==> config.mk <==
export PLATFORM = sky130hd
export DESIGN_NAME = move_score_and_sort
export DESIGN_NICKNAME = d
export VERILOG_FILES = /design/src/hw/rtl/msas_pkg.sv /design/src/hw/rtl/msas_datapath.sv /design/src/hw/rtl/msas_ctrl.sv /design/src/hw/rtl/move_score_and_sort.sv
export SDC_FILE = /design/constraint.sdc
export NUM_CORES = 2
export LEC_CHECK = 0
export BUFFER_PORTS_ARGS = -buffer_cell sky130_fd_sc_hd__buf_4
export CAP_MARGIN = 20
export CORE_AREA = 2 2 476 478
export CTS_CLUSTER_DIAMETER = 30
export DETAILED_ROUTE_END_ITERATION = 6
export DIE_AREA = 0 0 478 480
export PLACE_DENSITY_LB_ADDON = 0.3
export SYNTH_ARGS = -nofsm -noshare
export SYNTH_HDL_FRONTEND = slang
export SYNTH_SLANG_ARGS = --single-unit
==> constraint.sdc <==
create_clock -name clock -period 6.79 [get_ports clock]
set_input_delay 2.037 -clock clock [delete_from_list [all_inputs] [get_ports clock]]
set_output_delay 2.037 -clock clock [all_outputs]
set_load 0.01 [all_outputs]
==> src/hw/rtl/msas_pkg.sv <==
`default_nettype none

package msas_pkg;

   // Default store depth in moves
   localparam int MAX_MOVES_DEF = 64;

   // Field widths
   localparam int SQ_W       = 6;
   localparam int KIND_W     = 4;
   localparam int PIECE_W    = 3;
   localparam int SCORE_W    = 15;
   localparam int REQ_DATA_W = 24;
   localparam int RSP_DATA_W = 32;
   localparam int CSR_IDX_W  = 3;
   localparam int CSR_DATA_W = 6;

   // Register indexes of the configuration port
   localparam logic [CSR_IDX_W-1:0] CSR_MVV_LVA_EN = 3'd0;
   localparam logic [CSR_IDX_W-1:0] CSR_PROMO_EN   = 3'd1;
   localparam logic [CSR_IDX_W-1:0] CSR_BEST_FROM  = 3'd2;
   localparam logic [CSR_IDX_W-1:0] CSR_BEST_TO    = 3'd3;
   localparam logic [CSR_IDX_W-1:0] CSR_BEST_TYPE  = 3'd4;

   // Move type codes
   localparam logic [KIND_W-1:0] KIND_CAPTURE        = 4'd4;
   localparam logic [KIND_W-1:0] KIND_PROMO_BASE     = 4'd8;
   localparam logic [KIND_W-1:0] KIND_PROMO_CAP_BASE = 4'd12;

   // Piece codes
   localparam logic [PIECE_W-1:0] PIECE_PAWN   = 3'd0;
   localparam logic [PIECE_W-1:0] PIECE_KNIGHT = 3'd1;
   localparam logic [PIECE_W-1:0] PIECE_BISHOP = 3'd2;
   localparam logic [PIECE_W-1:0] PIECE_ROOK   = 3'd3;
   localparam logic [PIECE_W-1:0] PIECE_QUEEN  = 3'd4;
   localparam logic [PIECE_W-1:0] PIECE_KING   = 3'd5;

   localparam logic signed [SCORE_W-1:0] BEST_BONUS = 15'sd10000;

   // One stored move
   typedef struct packed {
      logic signed [SCORE_W-1:0] score;
      logic [KIND_W-1:0]         kind;
      logic [SQ_W-1:0]           to_sq;
      logic [SQ_W-1:0]           from_sq;
   } entry_type;

   typedef enum logic [2:0] {
      ST_IDLE,
      ST_SEEK,
      ST_COMPARE,
      ST_EMIT_RD,
      ST_EMIT_LOAD,
      ST_EMIT_WAIT
   } state_type;

   // Controller to datapath
   typedef struct packed {
      logic capture;
      logic shift_rd;
      logic shift_wr;
      logic ins_wr;
      logic emit_rd;
      logic emit_load;
      logic emit_next;
      logic batch_clear;
   } cmd_type;

   // Datapath to controller
   typedef struct packed {
      logic full;
      logic pos_zero;
      logic older_lower;
      logic last;
      logic emit_done;
      logic rsp_taken;
   } status_type;

   // Material value of a piece; codes beyond king count as no piece
   function automatic logic signed [SCORE_W-1:0] piece_worth(input logic [PIECE_W-1:0] piece);
      logic signed [SCORE_W-1:0] worth;
      case (piece)
         PIECE_PAWN:   worth = 15'sd100;
         PIECE_KNIGHT: worth = 15'sd300;
         PIECE_BISHOP: worth = 15'sd300;
         PIECE_ROOK:   worth = 15'sd500;
         PIECE_QUEEN:  worth = 15'sd900;
         PIECE_KING:   worth = 15'sd1000;
         default:      worth = 15'sd0;
      endcase
      return worth;
   endfunction

endpackage

`default_nettype wire

==> src/hw/rtl/msas_datapath.sv <==
`default_nettype none

module msas_datapath #(
   parameter int MAX_MOVES = msas_pkg::MAX_MOVES_DEF
) (
   input  wire logic                               clock,
   input  wire logic                               reset,
   // configuration writes
   input  wire logic                               csr_valid,
   input  wire logic [msas_pkg::CSR_IDX_W-1:0]     csr_index,
   input  wire logic [msas_pkg::CSR_DATA_W-1:0]    csr_data,
   // incoming move
   input  wire logic [msas_pkg::REQ_DATA_W-1:0]    req_tdata,
   input  wire logic                               req_tlast,
   // outgoing move
   output      logic                               rsp_tvalid,
   input  wire logic                               rsp_tready,
   output      logic [msas_pkg::RSP_DATA_W-1:0]    rsp_tdata,
   output      logic                               rsp_tuser,
   output      logic                               rsp_tlast,
   // controller link
   input  wire msas_pkg::cmd_type                  cmd,
   output      msas_pkg::status_type               status
);
   import msas_pkg::*;

   localparam int IDX_W = (MAX_MOVES > 1) ? $clog2(MAX_MOVES) : 1;
   localparam int CNT_W = $clog2(MAX_MOVES + 1);

   // configuration registers
   logic              mvv_en_ff, mvv_en_in;
   logic              promo_en_ff, promo_en_in;
   logic [SQ_W-1:0]   best_from_ff, best_from_in;
   logic [SQ_W-1:0]   best_to_ff, best_to_in;
   logic [KIND_W-1:0] best_type_ff, best_type_in;

   // batch state
   entry_type         new_ff, new_in;
   logic              last_ff, last_in;
   logic [IDX_W-1:0]  pos_ff, pos_in;
   logic [IDX_W-1:0]  idx_ff, idx_in;
   logic [CNT_W-1:0]  count_ff, count_in;
   logic              overflow_ff, overflow_in;

   // output register
   entry_type         out_ff, out_in;
   logic              out_drop_ff, out_drop_in;
   logic              out_final_ff, out_final_in;
   logic              out_valid_ff, out_valid_in;

   // move store
   entry_type         store_mem [MAX_MOVES];
   entry_type         rd_ff;
   logic              rd_en;
   logic [IDX_W-1:0]  rd_addr;
   logic              wr_en;
   logic [IDX_W-1:0]  wr_addr;
   entry_type         wr_data;

   // incoming fields and score
   logic [SQ_W-1:0]           in_from;
   logic [SQ_W-1:0]           in_to;
   logic [KIND_W-1:0]         in_kind;
   logic [PIECE_W-1:0]        in_mover;
   logic [PIECE_W-1:0]        in_victim;
   logic                      is_best;
   logic                      is_capture;
   logic                      is_promo;
   logic [PIECE_W-1:0]        promo_piece;
   logic signed [SCORE_W-1:0] best_term;
   logic signed [SCORE_W-1:0] capture_term;
   logic signed [SCORE_W-1:0] promo_term;
   logic signed [SCORE_W-1:0] score;
   logic                      full;
   logic                      emit_done;

   assign in_from   = req_tdata[5:0];
   assign in_to     = req_tdata[11:6];
   assign in_kind   = req_tdata[15:12];
   assign in_mover  = req_tdata[18:16];
   assign in_victim = req_tdata[21:19];

   // score the arriving move with the registers in force
   always_comb begin
      is_best     = (in_from == best_from_ff) && (in_to == best_to_ff) &&
                    (in_kind == best_type_ff);
      is_capture  = (in_kind == KIND_CAPTURE) || (in_kind >= KIND_PROMO_CAP_BASE);
      is_promo    = (in_kind >= KIND_PROMO_BASE);
      promo_piece = PIECE_KNIGHT + {1'b0, in_kind[1:0]};
      best_term    = is_best ? BEST_BONUS : '0;
      capture_term = (mvv_en_ff && is_capture) ?
                     (piece_worth(in_victim) - piece_worth(in_mover)) : '0;
      promo_term   = (promo_en_ff && is_promo) ? piece_worth(promo_piece) : '0;
      score        = best_term + capture_term + promo_term;
   end

   assign full      = (count_ff == CNT_W'(MAX_MOVES));
   assign emit_done = ({1'b0, idx_ff} == (count_ff - CNT_W'(1)));

   // configuration writes
   always_comb begin
      mvv_en_in    = mvv_en_ff;
      promo_en_in  = promo_en_ff;
      best_from_in = best_from_ff;
      best_to_in   = best_to_ff;
      best_type_in = best_type_ff;
      if (csr_valid) begin
         unique case (csr_index)
            CSR_MVV_LVA_EN: mvv_en_in    = csr_data[0];
            CSR_PROMO_EN:   promo_en_in  = csr_data[0];
            CSR_BEST_FROM:  best_from_in = csr_data[SQ_W-1:0];
            CSR_BEST_TO:    best_to_in   = csr_data[SQ_W-1:0];
            CSR_BEST_TYPE:  best_type_in = csr_data[KIND_W-1:0];
            default: ;
         endcase
      end
   end

   // batch bookkeeping
   always_comb begin
      new_in      = new_ff;
      last_in     = last_ff;
      pos_in      = pos_ff;
      idx_in      = idx_ff;
      count_in    = count_ff;
      overflow_in = overflow_ff;
      if (cmd.capture) begin
         new_in.from_sq = in_from;
         new_in.to_sq   = in_to;
         new_in.kind    = in_kind;
         new_in.score   = score;
         last_in        = req_tlast;
         pos_in         = count_ff[IDX_W-1:0];
         if (full) begin
            overflow_in = 1'b1;
         end
      end
      if (cmd.shift_wr) begin
         pos_in = pos_ff - IDX_W'(1);
      end
      if (cmd.ins_wr) begin
         count_in = count_ff + CNT_W'(1);
      end
      if (cmd.emit_next) begin
         idx_in = idx_ff + IDX_W'(1);
      end
      if (cmd.batch_clear) begin
         idx_in      = '0;
         count_in    = '0;
         overflow_in = 1'b0;
      end
   end

   // store port selection
   always_comb begin
      rd_en   = cmd.shift_rd || cmd.emit_rd;
      rd_addr = cmd.emit_rd ? idx_ff : (pos_ff - IDX_W'(1));
      wr_en   = cmd.shift_wr || cmd.ins_wr;
      wr_addr = pos_ff;
      wr_data = cmd.shift_wr ? rd_ff : new_ff;
   end

   // output register
   always_comb begin
      out_in       = out_ff;
      out_drop_in  = out_drop_ff;
      out_final_in = out_final_ff;
      out_valid_in = out_valid_ff;
      if (out_valid_ff && rsp_tready) begin
         out_valid_in = 1'b0;
      end
      if (cmd.emit_load) begin
         out_in       = rd_ff;
         out_drop_in  = overflow_ff;
         out_final_in = emit_done;
         out_valid_in = 1'b1;
      end
   end

   always_ff @(posedge clock) begin
      if (reset) begin
         mvv_en_ff    <= 1'b1;
         promo_en_ff  <= 1'b1;
         best_from_ff <= '0;
         best_to_ff   <= '0;
         best_type_ff <= '0;
         pos_ff       <= '0;
         idx_ff       <= '0;
         count_ff     <= '0;
         overflow_ff  <= 1'b0;
         out_valid_ff <= 1'b0;
      end else begin
         mvv_en_ff    <= mvv_en_in;
         promo_en_ff  <= promo_en_in;
         best_from_ff <= best_from_in;
         best_to_ff   <= best_to_in;
         best_type_ff <= best_type_in;
         pos_ff       <= pos_in;
         idx_ff       <= idx_in;
         count_ff     <= count_in;
         overflow_ff  <= overflow_in;
         out_valid_ff <= out_valid_in;
      end
   end

   // payload registers
   always_ff @(posedge clock) begin
      new_ff       <= new_in;
      last_ff      <= last_in;
      out_ff       <= out_in;
      out_drop_ff  <= out_drop_in;
      out_final_ff <= out_final_in;
   end

   // move store: one write port, one registered read port
   always_ff @(posedge clock) begin
      if (wr_en) begin
         store_mem[wr_addr] <= wr_data;
      end
      if (rd_en) begin
         rd_ff <= store_mem[rd_addr];
      end
   end

   always_comb begin
      status.full        = full;
      status.pos_zero    = (pos_ff == '0);
      status.older_lower = (rd_ff.score < new_ff.score);
      status.last        = last_ff;
      status.emit_done   = emit_done;
      status.rsp_taken   = out_valid_ff && rsp_tready;
   end

   assign rsp_tvalid = out_valid_ff;
   assign rsp_tdata  = {1'b0, out_ff.score, out_ff.kind, out_ff.to_sq, out_ff.from_sq};
   assign rsp_tuser  = out_drop_ff;
   assign rsp_tlast  = out_final_ff;

endmodule

`default_nettype wire

==> src/hw/rtl/msas_ctrl.sv <==
`default_nettype none

module msas_ctrl (
   input  wire logic                  clock,
   input  wire logic                  reset,
   input  wire logic                  req_tvalid,
   output      logic                  req_tready,
   input  wire msas_pkg::status_type  status,
   output      msas_pkg::cmd_type     cmd
);
   import msas_pkg::*;

   state_type state_ff, state_in;

   // next state
   always_comb begin
      state_in = state_ff;
      unique case (state_ff)
         ST_IDLE: begin
            if (req_tvalid) begin
               state_in = ST_SEEK;
            end
         end
         ST_SEEK: begin
            if (status.full || status.pos_zero) begin
               state_in = status.last ? ST_EMIT_RD : ST_IDLE;
            end else begin
               state_in = ST_COMPARE;
            end
         end
         ST_COMPARE: begin
            if (status.older_lower) begin
               state_in = ST_SEEK;
            end else begin
               state_in = status.last ? ST_EMIT_RD : ST_IDLE;
            end
         end
         ST_EMIT_RD:   state_in = ST_EMIT_LOAD;
         ST_EMIT_LOAD: state_in = ST_EMIT_WAIT;
         ST_EMIT_WAIT: begin
            if (status.rsp_taken) begin
               state_in = status.emit_done ? ST_IDLE : ST_EMIT_RD;
            end
         end
         default: state_in = ST_IDLE;
      endcase
   end

   // commands
   always_comb begin
      cmd        = '0;
      req_tready = 1'b0;
      unique case (state_ff)
         ST_IDLE: begin
            req_tready  = 1'b1;
            cmd.capture = req_tvalid;
         end
         ST_SEEK: begin
            if (!status.full) begin
               if (status.pos_zero) begin
                  cmd.ins_wr = 1'b1;
               end else begin
                  cmd.shift_rd = 1'b1;
               end
            end
         end
         ST_COMPARE: begin
            if (status.older_lower) begin
               cmd.shift_wr = 1'b1;
            end else begin
               cmd.ins_wr = 1'b1;
            end
         end
         ST_EMIT_RD:   cmd.emit_rd = 1'b1;
         ST_EMIT_LOAD: cmd.emit_load = 1'b1;
         ST_EMIT_WAIT: begin
            if (status.rsp_taken) begin
               if (status.emit_done) begin
                  cmd.batch_clear = 1'b1;
               end else begin
                  cmd.emit_next = 1'b1;
               end
            end
         end
         default: ;
      endcase
   end

   always_ff @(posedge clock) begin
      if (reset) begin
         state_ff <= ST_IDLE;
      end else begin
         state_ff <= state_in;
      end
   end

endmodule

`default_nettype wire

==> src/hw/rtl/move_score_and_sort.sv <==
// An accepted move is captured and walks toward the front of the store: each step reads the
// next older stored move and, while it scores lower, writes it one place back. The move is
// stored at the front or behind one of equal or higher score. One move at a time: the next
// is taken once the last is placed or, with the store full, dropped. After the closing move,
// each sorted result is read, loaded into the output register and held until taken. Reset is
// synchronous, active high: batch cleared, registers to defaults, store contents undefined.
`default_nettype none

module move_score_and_sort #(
   parameter int MAX_MOVES = msas_pkg::MAX_MOVES_DEF
) (
   input  wire logic                               clock,
   input  wire logic                               reset,
   // configuration write channel
   input  wire logic                               csr_valid,
   output      logic                               csr_ready,
   input  wire logic [msas_pkg::CSR_IDX_W-1:0]     csr_index,
   input  wire logic [msas_pkg::CSR_DATA_W-1:0]    csr_data,
   // move input
   input  wire logic                               req_tvalid,
   output      logic                               req_tready,
   // from_square[5:0], to_square[11:6], move_kind[15:12], mover_piece[18:16],
   // captured_piece[21:19], zero fill[23:22]
   input  wire logic [msas_pkg::REQ_DATA_W-1:0]    req_tdata,
   input  wire logic                               req_tlast,
   // sorted output
   output      logic                               rsp_tvalid,
   input  wire logic                               rsp_tready,
   // sorted_from[5:0], sorted_to[11:6], sorted_kind[15:12], move_score[30:16],
   // zero fill[31]
   output      logic [msas_pkg::RSP_DATA_W-1:0]    rsp_tdata,
   // dropped_flag[0]
   output      logic                               rsp_tuser,
   output      logic                               rsp_tlast
);
   import msas_pkg::*;

   cmd_type    cmd;
   status_type status;

   assign csr_ready = 1'b1;

   msas_ctrl u_ctrl (
      .clock      (clock),
      .reset      (reset),
      .req_tvalid (req_tvalid),
      .req_tready (req_tready),
      .status     (status),
      .cmd        (cmd)
   );

   msas_datapath #(
      .MAX_MOVES (MAX_MOVES)
   ) u_datapath (
      .clock      (clock),
      .reset      (reset),
      .csr_valid  (csr_valid),
      .csr_index  (csr_index),
      .csr_data   (csr_data),
      .req_tdata  (req_tdata),
      .req_tlast  (req_tlast),
      .rsp_tvalid (rsp_tvalid),
      .rsp_tready (rsp_tready),
      .rsp_tdata  (rsp_tdata),
      .rsp_tuser  (rsp_tuser),
      .rsp_tlast  (rsp_tlast),
      .cmd        (cmd),
      .status     (status)
   );

endmodule

`default_nettype wire

# Word level (Yosys, flattened, before mapping)
# Memory sizes are Yosys's and may differ from the RTL's. A register that Yosys moved wholly into a read port is not among the register bits.
# Index checks and enable logic that the tools add are counted.
# Widths: inputs -> output; s select.
# word_totals
register_bits,107
in_bits,39
output_inout_bits,37
n_memories,1
ramBits,1984
# op_classes
eq_ne,32
n_reduce_logical,28
order_cmp,3
muxes,38
addsub,8
# mem_list
memory,depth,word_bits,rd,rd_ports_with_merged_regs,wr,line_no,rtl
u_datapath.store_mem,64,31,1,1,1,msas_datapath.sv:52,entry_type store_mem [MAX_MOVES];
# op_table
operator,n
$pmux 10 s5,3
$mux 31,1
$add 15x15->15,2
$eq 3x2->1 const B,10
$eq 3x3->1 const B,9
$mux 1,18
$mux 6,3
$pmux 3 s6,1
$eq 3x1->1 const B,5
$logic_not 3->1,5
$lt 15x15->1,1
$mux 15,1
$mux 14,1
$reduce_and 2->1,7
$eq 6x6->1,2
$mux 3,4
$sub 10x10->11,1
$mux 10,1
$ge 4x4->1 const B,2
$mux 2,4
$reduce_or 2->1,4
$add 7x1->7 const B,1
$eq 6x7->1,1
$eq 7x7->1 const B,1
12 further kinds,21

# Depth between registers and ports, before layout
# logic_depth
word_depth,7
mapped_depth,19
mapped_depth_nobuf,18

# Hierarchy
# Synthesis repeated with hierarchy kept, for this count alone.
# unflattened
cells_unflattened,6876
area_unflattened_um2,91261.3
# modules_own_cells
module,n_inst,seq_area_each_um2,area_per_inst_um2,cells_per_inst
msas_datapath,1,63180.6,90952.2,6835
msas_ctrl,1,60.1,297.8,39
move_score_and_sort,1,0.0,11.3,2

# Worst setup path after synthesis
# OpenSTA, ideal clock, no wires.
# synth_timing
path_kind,input to register
start,in req_tdata[18] in the netlist's numbering
end,reg u_datapath.new_ff[29] in the netlist's numbering (data pin)
path_stages,18
arrival_time_ns,5.535
t_required_ns,6.532
path_slack_ns,0.997
path_buffers,1
setup_time_ns,0.258
cell_sequence,clkbuf_1 -> o21ai_0 -> ha_1 -> inv_1 -> fa_1 -> a21oi_1 -> o21bai_1 -> a21o_1 -> a21oi_1 -> nor2_1 -> a2111oi_0 -> ha_1 -> inv_1 -> ha_1 -> a21oi_1 -> o21ai_0 -> a21oi_1 -> xnor2_1
# synth_between
elab_chain_cells,7
elab_cells_between_ends,12
cone_classes,3 x add/sub; 5 x eq/ne; 2 x mux; 2 x reduce/logical
# synth_lines
element,line_no,rtl
"start, declared",move_score_and_sort.sv:24,"input wire logic [msas_pkg::REQ_DATA_W-1:0] req_tdata,"
$eq 3x1->1 / $eq 3x2->1 (equally long branches),msas_pkg.sv:82,case (piece)
$reduce_or 2->1 (no line),n/a,
$pmux 10 s5 (*),msas_pkg.sv:82,
$sub 10x10->11 (*),msas_datapath.sv:92,(piece_worth(in_victim) - piece_worth(in_mover)) : '0;
$mux 15 (*),msas_datapath.sv:91,capture_term = (mvv_en_ff && is_capture) ?
$add 15x15->15 (*) (2 in a row),msas_datapath.sv:94,score = best_term + capture_term + promo_term;
via u_datapath.score[13],msas_datapath.sv:73,logic signed [SCORE_W-1:0] score;
"end signal, assigned",msas_datapath.sv:208,new_ff <= new_in;
"end, declared",msas_datapath.sv:38,"entry_type new_ff, new_in;"
# The timed path passes the listed nets; every way through them passes the cells marked *.
# A chain may end at the register's enable or synchronous reset.

# Final worst setup path
# layout_timing
start,reg u_datapath.pos_ff[0]
end,reg u_datapath.rd_ff[27] (netlist name)
# layout_between
elab_chain_cells,5
elab_cells_between_ends,7
cone_classes,1 x add/sub; 4 x mux; 2 x reduce/logical
# layout_lines
element,line_no,rtl
"start, declared",msas_datapath.sv:40,"logic [IDX_W-1:0] pos_ff, pos_in;"
"start signal, assigned",msas_datapath.sv:198,pos_ff <= pos_in;
"parallel branches: the longest is 5 deep, another holds $sub 6x1->6",n/a,
# Parallel ways; which one is timed is not known.

==> results.json <==
{
  "ant_nets": 0,
  "dieArea_um2": 229000,
  "cp.arrival_ns": 6.06,
  "floorplan.initialDensity_pct": 39.8,
  "cellLeakagePower_uw": 0.0360,
  "firstDrtPassIters": 6,
  "finalWorstPathRequiredPeriod_ns": 5.38,
  "register_clock_pin_slew_on_the_reported_worst_setup_and_hold_paths_ns": 0.05,
  "fp-row-count": 174,
  "crit_fanout": 47,
  "timing.setup.tns_ns": 0,
  "layout_worst_path_cycle_share_pct": 79.3,
  "ir_worst_vdd_mv": 0.307,
  "required_ns": 7.47,
  "global_route.peak_usage_layer": "met2",
  "hold_path_startpoint": "u_datapath.overflow_ff",
  "tritoncts.num_buffers": 417,
  "setup.worst_path.start": "u_datapath.pos_ff[0]",
  "ys_seq_elements": 2120,
  "cts_resized": 0,
  "postSynth.asyncResetShare_pct": 0,
  "syn-num-nets": 6144,
  "place_hpwl_mm": 138,
  "cp_cell_sequence": "clkinv_1 -> ha_1 -> inv_1 -> mux2i_4 -> buf_4 -> buf_4 -> nand3_1 -> o211ai_1 -> o311ai_0 -> a32o_1 -> a211oi_1",
  "vias_per_cell": 5.68,
  "yosysTopAreaCell": "edfxtp_1",
  "largest_net_degree_at_the_start_of_global_routing": 174,
  "port-buffer-count": 71,
  "clock_sink_count": 2120,
  "postSynthCellCount": 6058,
  "final_net_count": 6417,
  "route.detailed.wl_per_inst_um": 26.4,
  "cp_num_buf_inv": 4,
  "grt_pass1_wl_mm": 367,
  "final_layout_size_suffix_gt1_share_pct": 19.3,
  "die-height_um": 480,
  "drt_first_iter_violations": 5889,
  "remaining_drc_errors": 0,
  "post-cts-setup-buffer-count": 0,
  "total_routing_usage_gr_pct": 21.7,
  "grt_util_met1_pct": 29.5,
  "place_ws_ns": 0.838,
  "yosysWarningCount": 0,
  "grt_setup_unrepaired": "false",
  "power.density_nw_per_um2": 376,
  "total_setup_violations_reported_at_the_end_of_the_flow": 0,
  "crit-reg2reg-launch": "u_datapath.pos_ff[0]",
  "cts-root-buf": "clkbuf_16",
  "synthToLayoutAreaGrowth_pct": 21.7,
  "avgSynthCellArea_um2": 14.7,
  "core_area_um2": 224000,
  "final-max-slew-violation-count": 0,
  "postLayoutSetupSlackWorst_ns": 1.41,
  "status": "finished, final reports clean",
  "max-cap-violations": 0,
  "yosys-top-cells-area": "edfxtp_1, mux2i_1, nand2_1",
  "clock.fmax_mhz": 186,
  "timing.final.hold_violations": 0,
  "pin_slew_with_the_least_headroom_to_its_limit_ns": 1.26,
  "timing.critical_path.to_type": "register",
  "grt_remaining_overflow": 0,
  "insertion_delay_ns": 0.97,
  "syn_area_um2": 89200,
  "cts_hold_buffers": 0,
  "yosysSeqAreaShare_pct": 70.9,
  "wirelength_mm": 255,
  "cts_tree": "done",
  "min-delay-path-class": "reg -> reg",
  "synth.top_cell.area_share_pct": 70.0,
  "yosysUniqueCellTypes": 77,
  "ys_dominant_reg_cell": "edfxtp_1",
  "first_global_vias": 53700,
  "worstSetupStartpointType": "register",
  "cp_slowest_cell": "mux2i_4",
  "ioPinCount": 76,
  "cts-htree-levels": 5,
  "cts-root-to-sink-buffers": 4,
  "synth-edff-count": 2078,
  "initial_antenna_violation_count": 7,
  "crit_path_max_incr_delay_ns": 0.84,
  "critical_path_s_most_frequent_cell": "buf_4",
  "clock_skew_ns": 0.0641,
  "gpl_wtd_cong": 0.838,
  "die_w_um": 478,
  "grt_use_met2_pct": 34.0,
  "dr_total_vias": 54800,
  "criticalPathCategory": "reg -> reg",
  "slew_headroom_pct": 15.8,
  "met3_usage_pct": 4.44,
  "path_delay_family": "compound AO/OA/AOI/OAI gates"
}
## layer usage
layer / vias up / share of wire [%] / routed length, um
met4: 0 / 3.7 / 9380
met5: - / 0 / 0
met1: 28000 / 42 / 107000
met2: 2516 / 46 / 118000
met3: 416 / 8.4 / 21400
li1: 23900 / - / -
## cells in the final DEF (no fill, tap or decap), types with 34 or more instances in the layout
cell type,instances
a21oi_1,150
a31oi_1,37
a32oi_1,64
buf_12,34
buf_4,225
bufinv_16,72
clkbuf_1,36
clkbuf_16,425
clkinv_1,40
clkinv_2,78
clkinvlp_4,45
dfxtp_1,40
edfxtp_1,2078
ha_1,42
inv_1,136
mux2_2,186
mux2i_1,766
nand2_1,960
nand3_1,323
nor2_1,52
nor2_4,68
o211ai_1,227
o221a_2,62
o311ai_0,52
## power breakdown
group | internal (uW) | leakage (uW) | switching, uW
logic | 1490 | 0.0101 | 3620
clock network | 14100 | 0.00694 | 6720
registers | 14800 | 0.0190 | 83.7
total | 30400 | 0.0360 | 10400
## kinds of logic (layout without fill, tap and decap cells)
| logic type | count (synthesis) | after routing | share of synthesized area [%] |
|---|---|---|---|
| other | 2 | 5 | 0.00842 |
| AOI/OAI and AO/OA | 814 | 814 | 7.00 |
| xor gates and xnor gates | 44 | 44 | 0.432 |
| DFF | 2120 | 2120 | 70.9 |
| muxes | 955 | 955 | 11.0 |
| adders and majority gates | 47 | 47 | 0.701 |
| buffers and inverters | 547 | 1153 | 2.59 |
| and+or+nand+nor | 1529 | 1529 | 7.36 |
## flip-flops by register name (all words and copies together) (netlist names)
name                     flops
u_datapath.overflow_ff       1
u_datapath.rd_ff            31
u_datapath.last_ff           1
u_datapath.rsp_tlast         1
u_datapath.best_from_ff      6
u_datapath.count_ff          7
u_datapath.idx_ff            6
u_datapath.new_ff           29
u_datapath.promo_en_ff       1
u_datapath.best_type_ff      4
u_datapath.mvv_en_ff         1
u_datapath.rsp_tuser         1
u_ctrl.state_ff              3
u_datapath.store_mem      1984
u_datapath.best_to_ff        6
u_datapath.rsp_tdata        31
u_datapath.pos_ff            6
u_datapath.rsp_tvalid        1
## cells in the mapped netlist, types with 42 or more instances
master and number:
nand3_1 324, o311ai_0 53, edfxtp_1 2078, inv_1 136, mux2i_1 767, dfxtp_1 42, nor2_1 120, nand2_1 962
o211ai_1 227, mux2_2 187, buf_2 120, buf_1 49, a32oi_1 64, ha_1 42, o221a_2 62, a21oi_1 150
clkbuf_1 213
## area by class of cell
class,count,area [um^2]
Fill cell,18600,115000
Sequential cell,2120,63200
Multi-Input combinational cell,3391,24200
Clock buffer,463,10800
Tap cell,2992,3740
Clock inverter,289,3550
Timing Repair Buffer,263,2420
Inverter,138,518
Antenna cell,3,7.51
## per-stage QoR
stage / cell area (um^2) / power [uW] / hold slack [ns] / std cells / util [%]
after detailed placement: 94100 / 20100 / 0.431 / 8899 / 42.0
final: 109000 / 40800 / 0.446 / 9659 / 48.4
after global placement: 94000 / 20100 / 0.429 / 8892 / 41.9
after floorplan: 89200 / 17900 / 0.409 / 6058 / -
after global routing: 109000 / 41900 / 0.475 / 9657 / 48.4
after CTS: 108000 / 40900 / 0.452 / 9651 / 48.4
## worst reg2reg max path: cells and delay by family, from the launching register on
| family | cells | cell delay [ns] |
|---|---|---|
| buf+inv | 4 | 1.42 |
| compound gates | 4 | 1.48 |
| simple gates | 1 | 0.09 |
| mux | 1 | 0.84 |
| flops | 1 | 0.83 |
| fa+ha+maj | 1 | 0.45 |
## worst paths after layout
| path | to | slack [ns] | cells after the start |
|---|---|---|---|
| min reg2reg | u_datapath.rsp_tuser | 0.45 | 0 |
| min | u_datapath.rsp_tuser | 0.45 | 0 |
| max | u_datapath.rd_ff[27] | 1.41 | 11 |
| max reg2reg | u_datapath.rd_ff[27] | 1.41 | 11 |
Note: power is estimated with default switching activity, not from simulation.
